## src/hdl/bounded_ordered_list_macros.svh

```systemverilog
// ---------------------------------------------------------------------------
// bounded_ordered_list_macros
// assertion macros for the ordered list, empty under synthesis
// ---------------------------------------------------------------------------
`ifndef BOUNDED_ORDERED_LIST_MACROS_SVH
`define BOUNDED_ORDERED_LIST_MACROS_SVH
`ifndef SYNTHESIS
`define BOL_ASSERT_NOW(lbl, ante, cons, msg) \
  lbl: assert property (@(posedge clk) disable iff (rst) (ante) |-> (cons)) \
    else $error(msg);
`define BOL_ASSERT_NEXT(lbl, ante, cons, msg) \
  lbl: assert property (@(posedge clk) disable iff (rst) (ante) |=> (cons)) \
    else $error(msg);
`else
`define BOL_ASSERT_NOW(lbl, ante, cons, msg)
`define BOL_ASSERT_NEXT(lbl, ante, cons, msg)
`endif
`endif

```

## src/hdl/bol_pkg.sv

```systemverilog
// ---------------------------------------------------------------------------
// bol_pkg
// shared constants, codes and types of the bounded ordered list
// ---------------------------------------------------------------------------
package bol_pkg;

  localparam int DEPTH  = 16;
  localparam int IDX_W  = (DEPTH > 1) ? $clog2(DEPTH) : 1;
  localparam int CNT_W  = $clog2(DEPTH + 1);
  localparam int KEY_W  = 32;
  localparam int CAP_W  = 5;
  localparam int STAT_W = 2;
  localparam int CMP_W  = (CNT_W > CAP_W) ? CNT_W : CAP_W;

  localparam logic REG_CAPACITY = 1'b0;

  typedef enum logic {
    OP_APPEND,
    OP_DELETE
  } op_t;

  typedef enum logic [STAT_W-1:0] {
    STAT_DONE,
    STAT_FULL,
    STAT_NOTFOUND,
    STAT_EMPTY
  } status_t;

  typedef enum logic [2:0] {
    S_IDLE,
    S_SCAN_RD,
    S_SCAN_CMP,
    S_SHIFT_RD,
    S_SHIFT_WR,
    S_FINISH
  } seq_state_t;

  typedef struct packed {
    status_t          status;
    logic [CNT_W-1:0] count;
  } result_t;

endpackage

```

## src/hdl/bol_ram.sv

```systemverilog
// ---------------------------------------------------------------------------
// bol_ram
// generic single write port, single read port ram with registered read
// ---------------------------------------------------------------------------
module bol_ram #(
  parameter int WIDTH = 32,
  parameter int DEPTH = 16
) (
  input  logic                                       clk,
  input  logic                                       we,
  input  logic [((DEPTH > 1) ? $clog2(DEPTH) : 1)-1:0] waddr,
  input  logic [WIDTH-1:0]                           wdata,
  input  logic                                       re,
  input  logic [((DEPTH > 1) ? $clog2(DEPTH) : 1)-1:0] raddr,
  output logic [WIDTH-1:0]                           rdata
);

  logic [WIDTH-1:0] mem [DEPTH];

  always_ff @(posedge clk) begin
    if (we) begin
      mem[waddr] <= wdata;
    end
    if (re) begin
      rdata <= mem[raddr];
    end
  end

endmodule

```

## src/hdl/bol_seq.sv

```systemverilog
// ---------------------------------------------------------------------------
// bol_seq
// sequencer: append at tail, search from head and close the gap on delete
// ---------------------------------------------------------------------------
`include "bounded_ordered_list_macros.svh"

module bol_seq (
  input  logic                         clk,
  input  logic                         rst,
  input  logic                         start,
  input  bol_pkg::op_t                 op,
  input  logic [bol_pkg::KEY_W-1:0]    key,
  input  logic [bol_pkg::CAP_W-1:0]    capacity,
  input  logic                         res_take,
  output logic                         ready,
  output logic                         res_valid,
  output bol_pkg::result_t             res
);

  bol_pkg::seq_state_t state, state_next;
  logic [bol_pkg::IDX_W-1:0] idx, idx_next;
  logic [bol_pkg::CNT_W-1:0] count, count_next;
  logic [bol_pkg::KEY_W-1:0] key_r;
  bol_pkg::status_t          status_r, status_next;

  logic                      ram_we;
  logic [bol_pkg::IDX_W-1:0] ram_waddr;
  logic [bol_pkg::KEY_W-1:0] ram_wdata;
  logic                      ram_re;
  logic [bol_pkg::IDX_W-1:0] ram_raddr;
  logic [bol_pkg::KEY_W-1:0] ram_rdata;

  logic [bol_pkg::CNT_W:0]   idx_ext, cnt_ext, idx_p1, idx_p2;
  logic [bol_pkg::CMP_W-1:0] cap_ext, depth_ext, cap_eff;
  logic                      hit, more1, more2, full;

  assign idx_ext   = (bol_pkg::CNT_W+1)'(idx);
  assign cnt_ext   = (bol_pkg::CNT_W+1)'(count);
  assign idx_p1    = idx_ext + (bol_pkg::CNT_W+1)'(1);
  assign idx_p2    = idx_ext + (bol_pkg::CNT_W+1)'(2);
  assign more1     = idx_p1 < cnt_ext;
  assign more2     = idx_p2 < cnt_ext;
  assign hit       = ram_rdata == key_r;
  assign cap_ext   = bol_pkg::CMP_W'(capacity);
  assign depth_ext = bol_pkg::CMP_W'(bol_pkg::DEPTH);
  assign cap_eff   = (cap_ext > depth_ext) ? depth_ext : cap_ext;
  assign full      = bol_pkg::CMP_W'(count) >= cap_eff;

  always_ff @(posedge clk) begin
    if (rst) begin
      state <= bol_pkg::S_IDLE;
      count <= '0;
    end else begin
      state <= state_next;
      count <= count_next;
    end
  end

  always_ff @(posedge clk) begin
    idx      <= idx_next;
    status_r <= status_next;
    if (start) begin
      key_r <= key;
    end
  end

  // next state
  always_comb begin
    state_next = state;
    unique case (state)
      bol_pkg::S_IDLE: begin
        if (start) begin
          if (op == bol_pkg::OP_DELETE && count != '0) begin
            state_next = bol_pkg::S_SCAN_RD;
          end else begin
            state_next = bol_pkg::S_FINISH;
          end
        end
      end
      bol_pkg::S_SCAN_RD: begin
        state_next = bol_pkg::S_SCAN_CMP;
      end
      bol_pkg::S_SCAN_CMP: begin
        if (hit && more1) begin
          state_next = bol_pkg::S_SHIFT_RD;
        end else if (!hit && more1) begin
          state_next = bol_pkg::S_SCAN_RD;
        end else begin
          state_next = bol_pkg::S_FINISH;
        end
      end
      bol_pkg::S_SHIFT_RD: begin
        state_next = bol_pkg::S_SHIFT_WR;
      end
      bol_pkg::S_SHIFT_WR: begin
        state_next = more2 ? bol_pkg::S_SHIFT_RD : bol_pkg::S_FINISH;
      end
      bol_pkg::S_FINISH: begin
        if (res_take) begin
          state_next = bol_pkg::S_IDLE;
        end
      end
      default: begin
        state_next = bol_pkg::S_IDLE;
      end
    endcase
  end

  // index, count and status
  always_comb begin
    idx_next    = idx;
    count_next  = count;
    status_next = status_r;
    unique case (state)
      bol_pkg::S_IDLE: begin
        if (start) begin
          idx_next = '0;
          if (op == bol_pkg::OP_APPEND) begin
            if (full) begin
              status_next = bol_pkg::STAT_FULL;
            end else begin
              status_next = bol_pkg::STAT_DONE;
              count_next  = count + bol_pkg::CNT_W'(1);
            end
          end else if (count == '0) begin
            status_next = bol_pkg::STAT_EMPTY;
          end else begin
            status_next = bol_pkg::STAT_NOTFOUND;
          end
        end
      end
      bol_pkg::S_SCAN_CMP: begin
        if (hit) begin
          status_next = bol_pkg::STAT_DONE;
          if (!more1) begin
            count_next = count - bol_pkg::CNT_W'(1);
          end
        end else if (more1) begin
          idx_next = bol_pkg::IDX_W'(idx_p1);
        end
      end
      bol_pkg::S_SHIFT_WR: begin
        idx_next = bol_pkg::IDX_W'(idx_p1);
        if (!more2) begin
          count_next = count - bol_pkg::CNT_W'(1);
        end
      end
      default: begin
      end
    endcase
  end

  // ram control and handshake outputs
  always_comb begin
    ram_we    = 1'b0;
    ram_waddr = idx;
    ram_wdata = ram_rdata;
    ram_re    = 1'b0;
    ram_raddr = idx;
    unique case (state)
      bol_pkg::S_IDLE: begin
        ram_waddr = count[bol_pkg::IDX_W-1:0];
        ram_wdata = key;
        ram_we    = start && op == bol_pkg::OP_APPEND && !full;
      end
      bol_pkg::S_SCAN_RD: begin
        ram_re = 1'b1;
      end
      bol_pkg::S_SHIFT_RD: begin
        ram_re    = 1'b1;
        ram_raddr = bol_pkg::IDX_W'(idx_p1);
      end
      bol_pkg::S_SHIFT_WR: begin
        ram_we = 1'b1;
      end
      default: begin
      end
    endcase
  end

  assign ready      = state == bol_pkg::S_IDLE;
  assign res_valid  = state == bol_pkg::S_FINISH;
  assign res.status = status_r;
  assign res.count  = count;

  bol_ram #(
    .WIDTH (bol_pkg::KEY_W),
    .DEPTH (bol_pkg::DEPTH)
  ) u_ram (
    .clk   (clk),
    .we    (ram_we),
    .waddr (ram_waddr),
    .wdata (ram_wdata),
    .re    (ram_re),
    .raddr (ram_raddr),
    .rdata (ram_rdata)
  );

  `BOL_ASSERT_NOW(a_count_bound, 1'b1, cnt_ext <= (bol_pkg::CNT_W+1)'(bol_pkg::DEPTH), "count above depth")
  `BOL_ASSERT_NOW(a_shift_in_list, state == bol_pkg::S_SHIFT_RD, more1, "shift reads past tail")
  `BOL_ASSERT_NEXT(a_res_held, res_valid && !res_take, res_valid && $stable(res), "result dropped")

endmodule

```

## src/hdl/bounded_ordered_list.sv

```systemverilog
// ---------------------------------------------------------------------------
// bounded_ordered_list
// ordered list of signed keys: append at tail, delete first match by key
// append, full or empty-list delete: from acceptance through S_FINISH to the output register
// delete: entries are read (S_SCAN_RD) and compared (S_SCAN_CMP); after the match, later ones
// are read (S_SHIFT_RD) and written one place down (S_SHIFT_WR), then S_FINISH
// one item at a time: the next word is accepted once the output register has taken the result
// reset: synchronous, clears the list count and sets capacity to 16
// ---------------------------------------------------------------------------
module bounded_ordered_list (
  input  logic                          clk,
  input  logic                          rst,
  input  logic                          in_valid,
  output logic                          in_stall,
  input  logic                          op,
  input  logic signed [31:0]            key,
  output logic                          out_valid,
  input  logic                          out_stall,
  output logic [1:0]                    status,
  output logic [4:0]                    entry_count,
  input  logic                          psel,
  input  logic                          penable,
  input  logic                          pwrite,
  input  logic [2:0]                    paddr,
  input  logic [31:0]                   pwdata,
  output logic [31:0]                   prdata,
  output logic                          pready
);

  logic [bol_pkg::CAP_W-1:0] capacity;
  logic                      seq_ready, start, res_valid, res_take, cfg_wr;
  bol_pkg::result_t          res;

  // configuration
  assign pready = 1'b1;
  assign cfg_wr = psel && penable && pwrite;
  assign prdata = (paddr[2] == bol_pkg::REG_CAPACITY) ? 32'(capacity) : '0;

  always_ff @(posedge clk) begin
    if (rst) begin
      capacity <= bol_pkg::CAP_W'(16);
    end else if (cfg_wr && paddr[2] == bol_pkg::REG_CAPACITY) begin
      capacity <= pwdata[bol_pkg::CAP_W-1:0];
    end
  end

  // input word
  assign in_stall = !seq_ready;
  assign start    = in_valid && !in_stall;

  bol_seq u_seq (
    .clk       (clk),
    .rst       (rst),
    .start     (start),
    .op        (bol_pkg::op_t'(op)),
    .key       (bol_pkg::KEY_W'(key)),
    .capacity  (capacity),
    .res_take  (res_take),
    .ready     (seq_ready),
    .res_valid (res_valid),
    .res       (res)
  );

  // output register
  assign res_take = res_valid && (!out_valid || !out_stall);

  always_ff @(posedge clk) begin
    if (rst) begin
      out_valid <= 1'b0;
    end else if (res_take) begin
      out_valid <= 1'b1;
    end else if (!out_stall) begin
      out_valid <= 1'b0;
    end
  end

  always_ff @(posedge clk) begin
    if (res_take) begin
      status      <= res.status;
      entry_count <= 5'(res.count);
    end
  end

endmodule
```

## config.mk

```make
export PLATFORM = sky130hd
export DESIGN_NAME = bounded_ordered_list
export DESIGN_NICKNAME = d
export VERILOG_FILES = /design/src/hdl/bol_pkg.sv /design/src/hdl/bol_ram.sv /design/src/hdl/bol_seq.sv /design/src/hdl/bounded_ordered_list.sv
export VERILOG_INCLUDE_DIRS = /design/src /design/src/hdl
export SDC_FILE = /design/constraint.sdc
export NUM_CORES = 1
export LEC_CHECK = 0
export BUFFER_PORTS_ARGS = -buffer_cell sky130_fd_sc_hd__buf_2
export CAP_MARGIN = 15
export CORE_MARGIN = 1.5
export CORE_UTILIZATION = 31
export DETAILED_ROUTE_END_ITERATION = 10
export PLACE_DENSITY = 0.46
export RECOVER_POWER = 25
export SYNTH_ARGS = -nofsm -noshare
export SYNTH_HDL_FRONTEND = slang
export SYNTH_SLANG_ARGS = --single-unit
```

## constraint.sdc

```tcl
create_clock -name clk -period 4.5 [get_ports clk]
set_input_delay 0.45 -clock clk [delete_from_list [all_inputs] [get_ports clk]]
set_output_delay 0.45 -clock clk [all_outputs]
set_load 0.02 [all_outputs]
```

== Yosys cells after proc, flatten, opt, wreduce, memory -nomap -nowiden ==
Memory sizes are Yosys's and may differ from the RTL's. A register that Yosys moved wholly into a read port is not among the register bits.
Cells that the tools add are included.

* Register bits after elaboration: 59
* Output and inout port bits: 42
* RAM bits: 512
* Memories kept: 1
* Bits of input ports: 75

{| class="wikitable"
|+ Memories
! name !! words !! bits a word !! read ports !! clocked after Yosys merged registers in !! wr ports !! RTL line !! source
|-
| u_seq.u_ram.mem || 16 || 32 || 1 || 1 || 1 || bol_ram.sv:18 || <nowiki>logic [WIDTH-1:0] mem [DEPTH];</nowiki>
|}

* Add/subtract/negate cells: 4
* Equal/unequal tests: 16
* Order comparisons: 4
* Multiplexer cells: 35
* Bitwise logic cells: 2
* Reductions and logical operators: 26

{| class="wikitable"
|+ Operator list
! cell !! number
|-
| $mux 5 || 8
|-
| $eq 32x32->1 || 1
|-
| $mux 32 || 1
|-
| $mux 4 || 5
|-
| $mux 3 || 6
|-
| $pmux 3 s6 || 1
|-
| $pmux 5 s3 || 1
|-
| $lt 6x5->1 || 2
|-
| $pmux 4 s3 || 1
|-
| $logic_and 1x1->1 || 10
|-
| $ne 2x1->1 const B || 5
|-
| $ne 2x2->1 const B || 5
|-
| $mux 1 || 7
|-
| $reduce_and 7->1 || 1
|-
| $eq 3x2->1 const B || 2
|-
| $eq 3x3->1 const B || 2
|-
| $mux 2 || 3
|-
| $add 4x1->5 const B || 1
|-
| $add 4x2->5 const B || 1
|-
| $add 5x1->5 const B || 1
|-
| $ge 5x5->1 || 1
|-
| $gt 5x5->1 const B || 1
|-
| $logic_not 1->1 || 5
|-
| $logic_not 5->1 || 1
|-
| other kinds (14) || 15
|}

== Depth between registers and ports, before layout ==
* Depth after elaboration: 8
* Mapped depth: 11
* Depth with buffers taken out: 10

== Cells and area by module ==
A second synthesis with hierarchy kept.

* Cell total of the unflattened synthesis: 1193
* Area, all modules: 24061.8 sq um

{| class="wikitable"
|+ By module, submodules not included
! module !! instances !! area an instance (sq um) !! cells an instance
|-
| bol_ram || 1 || 20155.6 || 838
|-
| bol_seq || 1 || 3155.5 || 284
|-
| bounded_ordered_list || 1 || 750.7 || 71
|}

== Worst setup path after synthesis ==
OpenSTA, ideal clock, no wires.

* Kind: reg2reg
* From: reg u_seq.count[0] (netlist bit)
* To: mem u_seq.u_ram.mem[4][0], enable pin
* Data required time: 4.079 ns
* Data arrival time: 3.482 ns
* Library setup time: 0.421 ns
* Cell stages (with the launch flop): 9
* Path slack: 0.597 ns
* Buffers on the path: 0
* Period minus slack after synthesis: 3.903 ns
* Cell sequence: dfxtp_1 -> inv_1 -> ha_1 -> nand2b_4 -> a2111oi_2 -> o311ai_1 -> a21boi_0 -> o21ai_0 -> nor2_1

* Cells in the longest elaborated chain, start to end: 6
* Elaborated cells between the ends (all ways): 7
* Those cells by class: order compare: 1; mux: 4; reduce/logical: 2

{| class="wikitable"
|+ Ends and longest elaborated chain
! element !! RTL line !! source
|-
| start, declared || bol_seq.sv:22 || <nowiki>logic [bol_pkg::CNT_W-1:0] count, count_next;</nowiki>
|-
| start signal, assigned || bol_seq.sv:55 || <nowiki>count <= count_next;</nowiki>
|-
| $ge 5x5->1 || bol_seq.sv:47 || <nowiki>assign full = bol_pkg::CMP_W'(count) >= cap_eff;</nowiki>
|-
| $logic_not 1->1 || bol_seq.sv:164 || <nowiki>ram_we = start && op == bol_pkg::OP_APPEND && !full;</nowiki>
|-
| $logic_and 1x1->1 || bol_seq.sv:164 ||
|-
| $pmux 1 s2 || bol_seq.sv:160 || <nowiki>unique case (state)</nowiki>
|-
| $mux 1 || bol_ram.sv:21 || <nowiki>if (we) begin</nowiki>
|-
| $mux 1 (implied by the code) || bol_ram.sv:22 || <nowiki>mem[waddr] <= wdata;</nowiki>
|-
| end, declared || bol_ram.sv:18 ||
|}

Several ways; a longest one is shown, not always the timed one.

== Final worst setup path ==
* From: reg u_seq.state[0]
* To: reg u_seq.state[1]

* Cells in the longest elaborated chain, start to end: 4
* Elaborated cells between the ends (all ways): 12
* Those cells by class: eq/ne: 7; mux: 1; reduce/logical: 4

{| class="wikitable"
|+ Ends and longest elaborated chain
! element !! RTL line !! source
|-
| start, declared || bol_seq.sv:20 || <nowiki>bol_pkg::seq_state_t state, state_next;</nowiki>
|-
| start signal, assigned || bol_seq.sv:51 || <nowiki>state <= bol_pkg::S_IDLE;</nowiki>
|-
| start signal, assigned || bol_seq.sv:54 || <nowiki>state <= state_next;</nowiki>
|-
| $eq 3x3->1 / $logic_not 3->1 (equally long branches) || bol_seq.sv:70, bol_seq.sv:182, bol_seq.sv:181 ||
|-
| $logic_and 1x1->1, on equally long branches || bounded_ordered_list.sv:65, bounded_ordered_list.sv:49 ||
|-
| $ne 2x1->1 (no source line) || -- ||
|-
| $reduce_and 2->1 (no source line) || -- ||
|}

Several ways; a longest one is shown, not always the timed one.
A chain may end at the register's enable or synchronous reset.

==> flow_summary.yaml <==
power:
  peakVddDrop_mv: 0.344
  clockPowerShare: 0.270
  intPower_mw: 13.4
  p_switching_mw: 7.06
  cellLeakagePower_nw: 9.59
  p_sw_frac: 0.345
  combPwrFrac: 0.320
  pwr-share-seq: 0.410
  power_mw: 20.4
  cellPowerDensity_mw_per_mm2: 716
synthesis:
  syn_inst: 1536
  ys_ff_latch: 603
  synthArstFlopShare: 0
  synth_xor_xnor_area_share: 0.0154
  synth_edf_count: 589
  yosysSeqAreaShare: 0.736
  syn_avg_cell_area_um2: 15.9
  synth-simple-area-share: 0.0902
  synthFlopType: "edfxtp_1"
  synth.cell_area_mm2: 0.0244
  yosys_warnings: 0
  synth_compound_area_frac: 0.0325
  synth_top_family_by_area: "simple AND/OR/NAND/NOR gates"
  synth_fa_ha_area_frac: 0.0100
  synth.distinct_cells: 55
  synth.area.mux_share: 0.0893
min_path:
  hold_class: "input pin to register"
cells_and_area:
  drive_gt1_frac: 0.158
  fillers: 7344
  nets: 1738
  diodes: 0
  area_delta_synth_final_pct: 16.9
die:
  pin_count: 117
  initial_utilization: 0.314
  die_w_um: 284
  die_h_um: 284
  dieArea_mm2: 0.0804
  core_mm2: 0.0777
  fp-row-count: 102
clocking:
  clock_sinks: 603
  cts_tree: "done"
  clkTransAtPathRegs_ns: 0.06
  root_buffer: "clkbuf_16"
  cts_resized: 0
  clk_latency_ns: 0.61
  htree_levels: 3
  cts_buffer_depth: 3
  cts_buffers: 70
  cts_setup_buffers: 0
routing:
  firstDrtPassIters: 5
  vias: 13247
  route.detailed.wl_per_inst_um: 23.2
  wl_um: 63400
  first_iter_violations: 945
  remaining_drc_errors: 0
  antenna_left: 0
  drt-vias-per-instance: 4.85
placed_design:
  port-buffer-count: 59
  place_congestion: 0.772
  preCtsSetupSlack_ns: 0.746
  hpwl_um: 34300
grt:
  grt_max_degree: 97
  grt_first_pass_wirelength_um: 92500
  grt_pass1_vias: 13664
  grt_antenna_before_repair: 1
  globalRouteOverflowTotal: 0
  grt_use_total: 0.157
setup_path:
  cp.buffers_inverters: 2
  reg2reg_slack_ns: 0.54
  critPathLaunch: "u_seq.state[0]"
  worstPathCellList: "buf_4 > nor2b_4 > clkbuf_1 > o21ai_0 > a2111oi_0"
  endpoint: "u_seq.state[1]"
  critPathKind: "register to register"
  crit_fanout: 33
  max_stage_delay_ns: 2.18
  r2r_cells: 5
  worst_setup_path_end_kind: "register"
  cp-start-kind: "register"
  slowest_stage: "clkbuf_1"
  crit_cells: 5
  crit_required_ns: 4.98
  crit_arrival_ns: 4.44
  r2r_end: "u_seq.state[1]"
  cp_top_family: "buffers and inverters"
  r2r-start: "u_seq.state[0]"
timing:
  setup_tns_ns: 0
  fin_hold_ws_ns: 0.0608
  final-hold-violation-count: 0
  tightest_slew_ns: 3.08
  setup_slack_ns: 0.538
  maxSlewViolCount: 34
  slew_headroom: -1.06
  rsz0062_at_grt: "false"
  clock_skew_ns: 0.0448
  setup_violations: 0
  period_share: 0.880
  period_minus_slack_ns: 3.96
  fmax_mhz: 252
status:
  status: "complete, but fails checks"
  violations: "capacitance limit, slew limit"
job:
  maxCapViolations: 1
-- power groups by stage --
stage               Sequential, mW  Clock, mW  Combinational (mW)
global placement              8.47          0                6.58
finish                        8.38       5.52                6.54
global route                  8.45       5.86                7.21
detailed placement            8.49          0                6.67
floorplan                     8.36          0                4.33
CTS                           8.37       5.66                6.69
-- worst min-delay path by stage --
stage                      start               to  slack (ns)  cells past startpoint
2_1_floorplan  u_seq.status_r[0]        status[0]        0.40                      0
3_5_place_dp   u_seq.status_r[0]        status[0]        0.41                      0
6_report                 key[20]  u_seq.key_r[20]        0.06                      1
3_3_place_gp   u_seq.status_r[0]        status[0]        0.41                      0
5_1_grt                   key[9]   u_seq.key_r[9]        0.05                      1
4_1_cts                   key[9]   u_seq.key_r[9]       0.002                      1
-- placed cells by master (no fill, tap or decap), drive strengths merged, types with 6 or more instances in the layout --
cell      count
conb         28
xnor2        36
a32oi        32
a21oi        11
clkinvlp      7
nand3        70
nor3          7
dfxtp        14
edfxtp      589
nand2b        6
clkinv       16
mux4         64
a31oi         6
ha           18
nand2       302
buf          66
mux2i        70
o21ai        46
nor2         39
a21o          7
clkbuf      137
nor2b         7
xor2          6
and2          7
inv          19
nand4        42
-- cells in the mapped netlist, drive strengths merged (3+ instances only) --
| master | instances | area [um2] |
|---|---|---|
| nand2 | 302 | 1130 |
| a21oi | 11 | 55.1 |
| a32oi | 32 | 280 |
| a21o | 7 | 52.6 |
| xor2 | 6 | 60.1 |
| and2 | 7 | 43.8 |
| nor2b | 7 | 43.8 |
| mux2 | 3 | 33.8 |
| a2111oi | 3 | 38.8 |
| inv | 13 | 48.8 |
| a31oi | 6 | 37.5 |
| nand4 | 42 | 263 |
| nor3 | 7 | 35.0 |
| nand3 | 70 | 350 |
| dfxtp | 14 | 280 |
| o21ai | 46 | 230 |
| clkbuf | 32 | 120 |
| nor2 | 39 | 146 |
| ha | 18 | 225 |
| nand2b | 6 | 45.0 |
| buf | 73 | 470 |
| edfxtp | 589 | 17700 |
| xnor2 | 36 | 315 |
| mux2i | 70 | 704 |
| mux4 | 64 | 1440 |
| nor4 | 4 | 25.0 |
| nor3b | 3 | 22.5 |
-- routing by layer --
metal,share of wire,vias up,track usage
met1,0.46,6802,0.218
met3,0.044,91,0.0276
met5,0.00011,-,0
li1,-,6031,-
met4,0.018,2,0.0372
met2,0.47,321,0.257
-- per-stage QoR --
step                      utilization  std cells  area, um2
after detailed placement        0.339       2611      26400
after CTS                       0.368       2734      28600
final                           0.367       2734      28500
after global placement          0.339       2611      26400
after global routing            0.367       2734      28500
after floorplan                     -       1562      24500
-- timing repair --
| action | CTS | global route |
|---|---|---|
| hold buffers | 1 | 0 |
| setup endpoints to repair | 0 | 0 |
| endpoints found under the hold margin | 1 | 0 |
-- kinds of logic (layout without fill, tap and decap cells) --
family	count (synthesis)	after routing
buf+inv	118	250
flops	603	603
xor+xnor	42	42
other cells	2	28
mux	137	137
simple gates	498	498
fa+ha+maj	19	19
compound gates	117	117
-- flip-flops by register name, indices dropped and copies added (netlist names) --
register and flops:
u_seq.key_r 32, status 2, out_valid 1, capacity 5, entry_count 5, u_seq.u_ram.mem 512, u_seq.count 5, u_seq.state 3
u_seq.u_ram.rdata 32, u_seq.idx 4, u_seq.status_r 2
-- area by class of cell --
cell class | instances | area, um2 | area share
clock buffers | 89 | 1900 | 0.0665
clock inverters | 33 | 343 | 0.0120
inverters | 13 | 48.8 | 0.00171
multi-input cells | 841 | 6100 | 0.214
flip-flops and latches | 603 | 18000 | 0.630
well taps | 1040 | 1300 | 0.0456
repair buffers | 115 | 877 | 0.0307
-- worst register-to-register path, stage by stage, from the launching register on --
cell,delay [ns]
dfxtp_1,0.39
buf_4,0.27
nor2b_4,0.18
clkbuf_1,2.18
o21ai_0,0.36
a2111oi_0,0.46
(Power assumes the default switching activity.)
